==> src/rtl/pmct_pkg.sv <==
// Package for the PS/2 mouse packet cursor tracker.
// Holds the shared types, register indexes and framing constants.
// No dependencies.
`default_nettype none

package pmct_pkg;

  localparam int unsigned ByteW    = 8;
  localparam int unsigned PosW     = 12;
  localparam int unsigned SizeW    = 13;
  localparam int unsigned CfgAddrW = 2;
  localparam int unsigned DxW      = 9;
  localparam int unsigned DyW      = 10;
  localparam int unsigned BtnW     = 3;
  localparam int unsigned OutDataW = 56;
  localparam int unsigned QueueDepth = 2;
  localparam int unsigned QueuePtrW  = $clog2(QueueDepth);
  localparam int unsigned QueueCntW  = $clog2(QueueDepth + 1);

  localparam logic [ByteW-1:0] HdrMask   = 8'hc8;
  localparam logic [ByteW-1:0] HdrWant   = 8'h08;
  localparam int unsigned      SignXBit  = 4;
  localparam int unsigned      SignYBit  = 5;
  localparam logic [PosW-1:0]  CursorStart = 12'd10;
  localparam logic [SizeW-1:0] WidthReset  = 13'd640;
  localparam logic [SizeW-1:0] HeightReset = 13'd480;
  localparam logic [SizeW-1:0] SizeMax     = 13'd4096;

  typedef enum logic [CfgAddrW-1:0] {
    REG_SCREEN_WIDTH  = 2'd0,
    REG_SCREEN_HEIGHT = 2'd1
  } reg_idx_e;

  typedef enum logic [1:0] {
    PH_SKIP   = 2'd0,
    PH_HEADER = 2'd1,
    PH_X      = 2'd2,
    PH_Y      = 2'd3
  } phase_e;

  typedef struct packed {
    logic [ByteW-1:0] y_byte;
    logic [ByteW-1:0] x_byte;
    logic [ByteW-1:0] header;
  } pkt_t;

  typedef struct packed {
    logic                valid;
    logic [CfgAddrW-1:0] addr;
    logic [SizeW-1:0]    data;
  } cfg_wr_t;

endpackage

`default_nettype wire

==> src/rtl/ps2_mouse_packet_cursor_tracker_top.sv <==
// PS/2 mouse packet decoder with cursor tracking: top level.
// Path: a packet whose third byte is taken is written into the queue, then loaded
// into the single output register when it is free, and shows on m_axis.
// Throughput: one byte per cycle while the queue has room; set by the framer, the
// two-entry queue and output register, which pops a packet per cycle when free.
// Reset (rst_ni low, asynchronous): the next byte is dropped as acknowledge,
// cursor at (10,10), buttons released, screen 640 x 480, queue empty.
`default_nettype none

module ps2_mouse_packet_cursor_tracker_top
  import pmct_pkg::*;
(
  input  wire logic                clk_i,
  input  wire logic                rst_ni,
  input  wire logic                s_axis_tvalid,
  output logic                     s_axis_tready,
  input  wire logic [ByteW-1:0]    s_axis_tdata,   // [7:0] rx_byte
  output logic                     m_axis_tvalid,
  input  wire logic                m_axis_tready,
  // [11:0] cursor_x, [23:12] cursor_y, [32:24] delta_x, [42:33] delta_y,
  // [45:43] buttons_held, [48:46] buttons_pressed, [51:49] buttons_released,
  // [52] moved, [55:53] zero
  output logic [OutDataW-1:0]      m_axis_tdata,
  input  wire logic                cfg_valid_i,
  output logic                     cfg_ready_o,
  input  wire logic [CfgAddrW-1:0] cfg_addr_i,
  input  wire logic [SizeW-1:0]    cfg_data_i
);

  logic    q_full, q_empty, push_valid, pop;
  pkt_t    push_pkt, pop_pkt;
  cfg_wr_t cfg;

  assign cfg_ready_o = 1'b1;
  assign cfg         = '{valid: cfg_valid_i, addr: cfg_addr_i, data: cfg_data_i};

  pmct_front u_front (
    .clk_i        (clk_i),
    .rst_ni       (rst_ni),
    .byte_valid_i (s_axis_tvalid),
    .byte_i       (s_axis_tdata),
    .push_ready_i (!q_full),
    .byte_ready_o (s_axis_tready),
    .push_valid_o (push_valid),
    .push_pkt_o   (push_pkt)
  );

  pmct_queue u_queue (
    .clk_i      (clk_i),
    .rst_ni     (rst_ni),
    .push_i     (push_valid),
    .push_pkt_i (push_pkt),
    .pop_i      (pop),
    .full_o     (q_full),
    .empty_o    (q_empty),
    .pop_pkt_o  (pop_pkt)
  );

  pmct_back u_back (
    .clk_i       (clk_i),
    .rst_ni      (rst_ni),
    .cfg_i       (cfg),
    .pkt_valid_i (!q_empty),
    .pkt_i       (pop_pkt),
    .pkt_pop_o   (pop),
    .out_valid_o (m_axis_tvalid),
    .out_ready_i (m_axis_tready),
    .out_data_o  (m_axis_tdata)
  );

endmodule

`default_nettype wire

==> src/rtl/pmct_front.sv <==
// Byte framer: drops the acknowledge byte, checks headers, gathers packets.
// Depends on pmct_pkg.
`default_nettype none

module pmct_front
  import pmct_pkg::*;
(
  input  wire logic             clk_i,
  input  wire logic             rst_ni,
  input  wire logic             byte_valid_i,
  input  wire logic [ByteW-1:0] byte_i,
  input  wire logic             push_ready_i,
  output logic                  byte_ready_o,
  output logic                  push_valid_o,
  output pkt_t                  push_pkt_o
);

  phase_e           phase_q, phase_d;
  logic [ByteW-1:0] header_q, x_q;
  logic             take;

  assign byte_ready_o = push_ready_i;
  assign take         = byte_valid_i && push_ready_i;

  always_ff @(posedge clk_i or negedge rst_ni) begin
    if (!rst_ni) begin
      phase_q <= PH_SKIP;
    end else begin
      phase_q <= phase_d;
    end
  end

  always_ff @(posedge clk_i) begin
    if (take && phase_q == PH_HEADER) begin
      header_q <= byte_i;
    end
    if (take && phase_q == PH_X) begin
      x_q <= byte_i;
    end
  end

  always_comb begin
    phase_d      = phase_q;
    push_valid_o = 1'b0;
    push_pkt_o   = '{y_byte: byte_i, x_byte: x_q, header: header_q};
    if (take) begin
      case (phase_q)
        PH_SKIP: phase_d = PH_HEADER;
        PH_HEADER: begin
          if ((byte_i & HdrMask) == HdrWant) begin
            phase_d = PH_X;
          end
        end
        PH_X: phase_d = PH_Y;
        PH_Y: begin
          phase_d      = PH_HEADER;
          push_valid_o = 1'b1;
        end
        default: phase_d = PH_SKIP;
      endcase
    end
  end

endmodule

`default_nettype wire

==> src/rtl/pmct_queue.sv <==
// Two-entry packet queue between the framer and the cursor update.
// Depends on pmct_pkg.
`default_nettype none

module pmct_queue
  import pmct_pkg::*;
(
  input  wire logic clk_i,
  input  wire logic rst_ni,
  input  wire logic push_i,
  input  wire pkt_t push_pkt_i,
  input  wire logic pop_i,
  output logic      full_o,
  output logic      empty_o,
  output pkt_t      pop_pkt_o
);

  pkt_t                 mem_q [QueueDepth];
  logic [QueuePtrW-1:0] wr_ptr_q, rd_ptr_q;
  logic [QueueCntW-1:0] count_q;

  assign full_o    = (count_q == QueueCntW'(QueueDepth));
  assign empty_o   = (count_q == '0);
  assign pop_pkt_o = mem_q[rd_ptr_q];

  always_ff @(posedge clk_i) begin
    if (push_i) begin
      mem_q[wr_ptr_q] <= push_pkt_i;
    end
  end

  always_ff @(posedge clk_i or negedge rst_ni) begin
    if (!rst_ni) begin
      wr_ptr_q <= '0;
      rd_ptr_q <= '0;
      count_q  <= '0;
    end else begin
      if (push_i) begin
        wr_ptr_q <= wr_ptr_q + 1'b1;
      end
      if (pop_i) begin
        rd_ptr_q <= rd_ptr_q + 1'b1;
      end
      case ({push_i, pop_i})
        2'b10:   count_q <= count_q + 1'b1;
        2'b01:   count_q <= count_q - 1'b1;
        default: count_q <= count_q;
      endcase
    end
  end

endmodule

`default_nettype wire

==> src/rtl/pmct_back.sv <==
// Packet executor: forms deltas, moves and clamps the cursor, tracks buttons.
// Holds the screen size registers and the output register. Depends on pmct_pkg.
`default_nettype none

module pmct_back
  import pmct_pkg::*;
(
  input  wire logic                clk_i,
  input  wire logic                rst_ni,
  input  wire cfg_wr_t             cfg_i,
  input  wire logic                pkt_valid_i,
  input  wire pkt_t                pkt_i,
  output logic                     pkt_pop_o,
  output logic                     out_valid_o,
  input  wire logic                out_ready_i,
  output logic [OutDataW-1:0]      out_data_o
);

  logic [SizeW-1:0]  width_q, height_q;
  logic [PosW-1:0]   col_q, col_d, row_q, row_d;
  logic [BtnW-1:0]   held_q, nb, pressed, released;
  logic              out_valid_q;
  logic [OutDataW-1:0] out_data_q;
  logic signed [DxW-1:0] dx;
  logic signed [DyW-1:0] dy, dx_ext;
  logic              moved;

  function automatic logic [PosW-1:0] move_clamp(logic [PosW-1:0] pos,
                                                 logic signed [DyW-1:0] d,
                                                 logic [SizeW-1:0] size);
    logic [SizeW-1:0]      lim;
    logic signed [PosW+1:0] p;
    begin
      if (size == '0) begin
        lim = SizeW'(1);
      end else if (size > SizeMax) begin
        lim = SizeMax;
      end else begin
        lim = size;
      end
      p = $signed({2'b00, pos}) + $signed({{4{d[DyW-1]}}, d});
      if (p[PosW+1]) begin
        move_clamp = '0;
      end else if (p[SizeW-1:0] >= lim) begin
        move_clamp = PosW'(lim - SizeW'(1));
      end else begin
        move_clamp = p[PosW-1:0];
      end
    end
  endfunction

  assign pkt_pop_o   = pkt_valid_i && (!out_valid_q || out_ready_i);
  assign out_valid_o = out_valid_q;
  assign out_data_o  = out_data_q;

  always_comb begin
    dx       = $signed({pkt_i.header[SignXBit], pkt_i.x_byte});
    dx_ext   = $signed({dx[DxW-1], dx});
    dy       = $signed(DyW'(0)) - $signed({pkt_i.header[SignYBit],
                                          pkt_i.header[SignYBit], pkt_i.y_byte});
    nb       = pkt_i.header[BtnW-1:0];
    pressed  = nb & ~held_q;
    released = held_q & ~nb;
    moved    = (dx != '0) || (dy != '0);
    col_d    = col_q;
    row_d    = row_q;
    if (moved) begin
      col_d = move_clamp(col_q, dx_ext, width_q);
      row_d = move_clamp(row_q, dy, height_q);
    end
  end

  always_ff @(posedge clk_i or negedge rst_ni) begin
    if (!rst_ni) begin
      width_q     <= WidthReset;
      height_q    <= HeightReset;
      col_q       <= CursorStart;
      row_q       <= CursorStart;
      held_q      <= '0;
      out_valid_q <= 1'b0;
    end else begin
      if (cfg_i.valid) begin
        case (cfg_i.addr)
          REG_SCREEN_WIDTH:  width_q  <= cfg_i.data;
          REG_SCREEN_HEIGHT: height_q <= cfg_i.data;
          default: ;
        endcase
      end
      if (pkt_pop_o) begin
        col_q       <= col_d;
        row_q       <= row_d;
        held_q      <= nb;
        out_valid_q <= 1'b1;
      end else if (out_ready_i) begin
        out_valid_q <= 1'b0;
      end
    end
  end

  always_ff @(posedge clk_i) begin
    if (pkt_pop_o) begin
      out_data_q <= {3'b000, moved, released, pressed, nb, dy, dx, row_d, col_d};
    end
  end

endmodule

`default_nettype wire

==> config.mk <==
export PLATFORM = sky130hd
export DESIGN_NAME = ps2_mouse_packet_cursor_tracker_top
export DESIGN_NICKNAME = d
export VERILOG_FILES = /design/src/rtl/pmct_pkg.sv /design/src/rtl/ps2_mouse_packet_cursor_tracker_top.sv /design/src/rtl/pmct_front.sv /design/src/rtl/pmct_queue.sv /design/src/rtl/pmct_back.sv
export SDC_FILE = /design/constraint.sdc
export NUM_CORES = 1
export LEC_CHECK = 0
export ABC_AREA = 1
export BUFFER_PORTS_ARGS = -buffer_cell sky130_fd_sc_hd__buf_2
export CORE_ASPECT_RATIO = 0.8
export CORE_UTILIZATION = 60
export DETAILED_ROUTE_END_ITERATION = 8
export PLACE_DENSITY = 0.82
export SLEW_MARGIN = 15
export SYNTH_ARGS = -nofsm -noshare
export SYNTH_HDL_FRONTEND = slang
export SYNTH_SLANG_ARGS = --single-unit
==> constraint.sdc <==
create_clock -name clk_i -period 5.11 [get_ports clk_i]
set_clock_uncertainty 0.1 [all_clocks]
set_input_delay 0.511 -clock clk_i [delete_from_list [all_inputs] [get_ports clk_i]]
set_output_delay 0.511 -clock clk_i [all_outputs]
set_load 0.05 [all_outputs]
# [Word level (Yosys, flattened, before mapping)]
# Memories as Yosys holds them, arrays and structs flattened.
# Cells that the tools add are included.
[totals] ff_bits=129 mem_bits_rw=48 inputBits=28 output_inout_bits=59 n_memories=1
[mem_list] name="u_queue.mem_q" words=2 word_bits=24 read_ports=1 rd_clocked_by_memory_dff=0 wr=1 line="pmct_queue.sv:18" text="pkt_t mem_q [QueueDepth];"
[classes] add_sub_neg=9 magnitude_cmp=4 n_eq_ne=9 mux=21 bitwise=4 n_reduce_logical=22
[op_table] cell="$mux W13" count=6
[op_table] cell="$mux W12" count=6
[op_table] cell="$ge A13 B13 Y1" count=2
[op_table] cell="$gt A13 B13 Y1 const B" count=2
[op_table] cell="$logic_not A13 Y1" count=2
[op_table] cell="$sub A12 B1 Y12 const B" count=2
[op_table] cell="$add A13 B10 Y14" count=1
[op_table] cell="$add A13 B9 Y14" count=1
[op_table] cell="$reduce_bool A10 Y1" count=1
[op_table] cell="$sub A1 B9 Y10 const A" count=1
[op_table] cell="$reduce_bool A9 Y1" count=1
[op_table] cell="$eq A2 B2 Y1 const B" count=4
[op_table] cell="$and A3 B3 Y3" count=2
[op_table] cell="$eq A2 B1 Y1 const B" count=3
[op_table] cell="$logic_not A2 Y1" count=3
[op_table] cell="$mux W1" count=6
[op_table] cell="$not A3 Y3" count=2
[op_table] cell="$pmux W2 S3" count=1
[op_table] cell="$reduce_and A2 Y1" count=3
[op_table] cell="$logic_and A1 B1 Y1" count=4
[op_table] cell="$pmux W2 S2" count=1
[op_table] cell="$reduce_bool A2 Y1" count=2
[op_table] cell="$eq A3 B1 Y1 const B" count=1
[op_table] cell="$logic_not A1 Y1" count=3
[op_table] cell="other kinds (7)" count=9

# [Longest topological paths before layout]
# An unclocked memory read counts as a cell.
[depth] word_depth=9 depth_mapped=34 mapped_depth_nobuf=33

# [Hierarchy]
# Synthesis repeated with hierarchy kept, for this count alone.
[hier_totals] hier_cells=1133 hier_area_um2=10133.5
[by_module_without_submodules] mod="pmct_back" instances=1 cells_each=926 area_per_inst_um2=7348.3
[by_module_without_submodules] mod="pmct_queue" instances=1 cells_each=149 area_per_inst_um2=2018.2
[by_module_without_submodules] mod="pmct_front" instances=1 cells_each=54 area_per_inst_um2=748.2
[by_module_without_submodules] mod="ps2_mouse_packet_cursor_tracker_top" instances=1 cells_each=4 area_per_inst_um2=18.8

# [Worst setup path before layout]
# OpenSTA, ideal clock, no wires.
[synth_timing] kind="flip-flop to flip-flop" startpoint="register u_queue.rd_ptr_q" endpoint="register u_back.out_data_q[21] (netlist: u_back.out_data_o[21]) (data pin)" setup_ns=0.256 t_arrival_ns=3.875 t_required_ns=4.754 setup_slack_ns=0.880 path_stages_with_launch=32 n_path_buf=1 cell_sequence="dfrtp_1 -> buf_6 -> inv_6 -> nand2_1 -> nand2_1 -> ha_1 -> nand3_4 -> nor2_2 -> nand3_1 -> nor2_1 -> nand2_1 -> nand2_1 -> inv_1 -> ha_1 -> nand2_1 -> nor2_1 -> nand3_1 -> nand3_1 -> xor2_1 -> inv_1 -> ha_1 -> nand2_1 -> inv_1 -> nand3_1 -> nor2_1 -> o21ai_0 -> nand3b_1 -> clkinv_1 -> a21oi_1 -> nand2_1 -> nand3_1 -> nand2_2"
[synth_via] elab_chain_cells=7 elab_cells_between_ends=10 cone_classes="2 x add/sub; 1 x order compare; 3 x mux; 3 x reduce/logical; 1 x memory"
[synth_rtl] element="start, declared" line="pmct_queue.sv:19" text="logic [QueuePtrW-1:0] wr_ptr_q, rd_ptr_q;"
[synth_rtl] element="start signal, assigned" line="pmct_queue.sv:42" text="rd_ptr_q <= rd_ptr_q + 1'b1;"
[synth_rtl] element="$mem_v2 Z2 W24 (*)"
[synth_rtl] element="$sub A1 B9 Y10 (*)" line="pmct_back.sv:59" text="dy = $signed(DyW'(0)) - $signed({pkt_i.header[SignYBit],"
[synth_rtl] element="via u_back.dy[8]" line="pmct_back.sv:25" text="logic signed [DyW-1:0] dy, dx_ext;"
[synth_rtl] element="$add A13 B10 Y14" line="pmct_back.sv:41" text="p = $signed({2'b00, pos}) + $signed({{4{d[DyW-1]}}, d});"
[synth_rtl] element="$ge A13 B13 Y1" line="pmct_back.sv:44" text="end else if (p[SizeW-1:0] >= lim) begin"
[synth_rtl] element="$mux W12" line="pmct_back.sv:44"
[synth_rtl] element="$mux W12" line="pmct_back.sv:42" text="if (p[PosW+1]) begin"
[synth_rtl] element="$mux W12 (*)" line="pmct_back.sv:67" text="if (moved) begin"
[synth_rtl] element="via u_back.row_d[9]" line="pmct_back.sv:20" text="logic [PosW-1:0] col_q, col_d, row_q, row_d;"
[synth_rtl] element="end signal, assigned" line="pmct_back.sv:102" text="out_data_q <= {3'b000, moved, released, pressed, nb, dy, dx, row_d, col_d};"
[synth_rtl] element="end, declared" line="pmct_back.sv:23" text="logic [OutDataW-1:0] out_data_q;"
# The timed path passes the listed nets; every way through them passes the cells marked *.
# A chain may end at the register's enable or synchronous reset.

# [Worst setup path in the final report]
[layout_timing] startpoint="register u_queue.rd_ptr_q" endpoint="register u_back.out_data_q[22] (netlist: u_back.out_data_o[22]) (data pin)"
# The elaborated chain is that of the path after synthesis.

==> metrics.cfg <==
[clocking]
clock_latency_ns=0.43
clock-sinks=168
ctsRootBufferMaster=clkbuf_16
cts_tree=built
cts_max_level=4
cts_hold_repair.buffers=0
cts.reportedPaths.clkPinSlew_ns=0.06
cts_buffers=17
clockBufferDepth=2

[setup_path]
critical_path_arrival_ns=4.81
endpoint_kind=flip-flop
slowest_stage=dfrtp_2
crit_type=flip-flop to flip-flop
cpMostUsedCell=nand2_1
cp_slowest_stage_delay_ns=0.49
cp_max_fo=19
critPathLaunchType=flip-flop
required_ns=5.20

[placed_design]
port_buffers=82
placed_cell_area_mm2=0.0103
gp_congestion=0.915
dp.final_hpwl_um=16100

[die]
start_util_pct=61.4
core_area_mm2=0.0157
dieHeight_um=116
die_w_um=144
io_pins=87
dieArea_mm2=0.0166
fp-row-count=41

[global_route]
grt_max_degree=83
grt_first_pass_wirelength_um=35200
overflow=0
grt_pass1_vias=7115
antenna_found_initial=0
grt.total_usage_pct=28.1

[drt]
drc=0
avgRoutedWirePerCell_um=15.6
drtIter0Drc=670
ant_nets=0
wirelength_um=22200
drt-pass1-iter-count=5
avgViaCountPerCell=5.40
via_count=7710

[sta]
setup_viol=0
slew_viol_final=0
hold_ws_ns=0.160
relSlewSlack_pct=34.1
hold_viol_final=0
fin_crit_sh_pct=92.5
period_needed_ns=4.72
fmax_mhz=212
worst_pin_slew_ns=0.989

[layout]
areaGrowthSynthToFinish_pct=13.1
fin_area_mm2=0.0109
diodes=0
final_cell_mix=nand2_1, inv_1, edfxtp_1
final_core_util_pct=69.5
drive_above_1_share_pct=18.2
layout_commonest_cell=nand2_1
layout.nets=1290

[synthesis]
ys_ff_latch=168
synth_area_mm2=0.00967
synth.distinct_cells=48
synth_ff_type=edfxtp_1
synth_edf_count=108
synth-async-reset-ratio_pct=35.7
postSynthCellCount=1103
yosysWarnings=0
synth-seq-area-share_pct=49.2
avgSynthCellArea_um2=8.77

[job]
drv_cap=0

[hold_path]
hp-class=primary input to async pin

[run_status]
status=finished clean

per-layer routing:
metal / up-vias / GRT usage (%) / part of all wire (%)
met5: - / 0 / 0
met4: 0 / 11.5 / 2.3
met3: 48 / 5.95 / 5.9
met2: 242 / 43.3 / 45
met1: 3618 / 39.0 / 46
li1: 3802 / - / -
cell families after synthesis:
family / after synthesis / synth area share (%)
other: 2 / 0.0776
and+or+nand+nor: 537 / 24.2
muxes: 1 / 0.103
buffers and inverters: 154 / 6.96
DFF: 168 / 49.2
xor gates and xnor gates: 28 / 2.61
adders and majority gates: 63 / 8.30
AOI/OAI and AO/OA: 150 / 8.60
sequential cells by signal, summed over array words and instances (netlist names):
signal,count
u_back.out_data_o,53
u_queue.mem_q,42
u_back.height_q,13
u_back.width_q,13
u_back.col_q,12
u_back.row_q,12
u_front.x_q,8
u_front.header_q,5
u_back.held_q,3
u_front.phase_q,2
u_queue.count_q,2
u_back.out_valid_o,1
u_queue.rd_ptr_q,1
u_queue.wr_ptr_q,1
area by class of cell:
| type | count | area, um2 |
|---|---|---|
| timing repair buffer | 97 | 539 |
| multi-input combinational | 783 | 4310 |
| clock buffer | 17 | 425 |
| tap | 215 | 269 |
| inverter | 131 | 505 |
| fill | 1228 | 4810 |
| timing repair inverter | 1 | 5.00 |
| clock inverter | 15 | 129 |
| sequential | 168 | 4760 |
Yosys cell counts, types with 5 or more instances:
library cell  count  area share [%]
a21oi_1          39             2.0
clkbuf_1          8            0.31
o21ai_1           5            0.26
nand4_1          10            0.65
nand3_1          56             2.9
inv_1           123             4.8
nor2_1           75             2.9
o21ai_2           9            0.81
nand3b_1          7            0.54
xor2_1           24             2.2
ha_1             61             7.9
o21ai_0          76             3.9
dfrtp_1          50              13
or2_2             6            0.39
nand2_2          37             2.4
dfstp_2          10             2.7
buf_2             5            0.26
nand2_1         329              13
edfxtp_1        108              34
o21bai_1          8            0.62
repair_timing:
action / CTS / global route
resized for setup: 0 / 15
buffers inserted: 0 / 7
endpoints found under the setup margin: 0 / 28
metrics by stage:
step	setup TNS (ns)	setup slack (ns)	instances
finish	0	0.386	1427
global route	-0.0110	-0.0110	1427
CTS	0	0.124	1419
detailed placement	0	0.170	1387
floorplan	0	0.880	1105
global placement	0	0.363	1387
critical path: cells and delay by family (launching register included):
kind	cells	cell delay, ns
buffers and inverters	6	0.83
AND/OR/NAND/NOR	19	1.80
adder cells (fa/ha/maj)	2	0.70
AO/OA/AOI/OAI	3	0.42
flip-flops	1	0.49
XOR/XNOR	1	0.14
final timing paths:
path	start	end	slack, ns	depth (start not counted)
max	u_queue.rd_ptr_q	u_back.out_data_o[22]	0.39	31
min	rst_ni	u_back.row_q[8]	0.16	2
max in group asynchronous	rst_ni	u_queue.rd_ptr_q	4.17	2
min in group clk_i	m_axis_tready	u_back.out_valid_o	0.17	2
max reg2reg	u_queue.rd_ptr_q	u_back.out_data_o[22]	0.39	31
min reg2reg	u_front.x_q[4]	u_queue.mem_q[0][12]	0.36	0
Power is not shown: default switching activity piles up to over one toggle a cycle in this logic, so the estimate is an artifact.
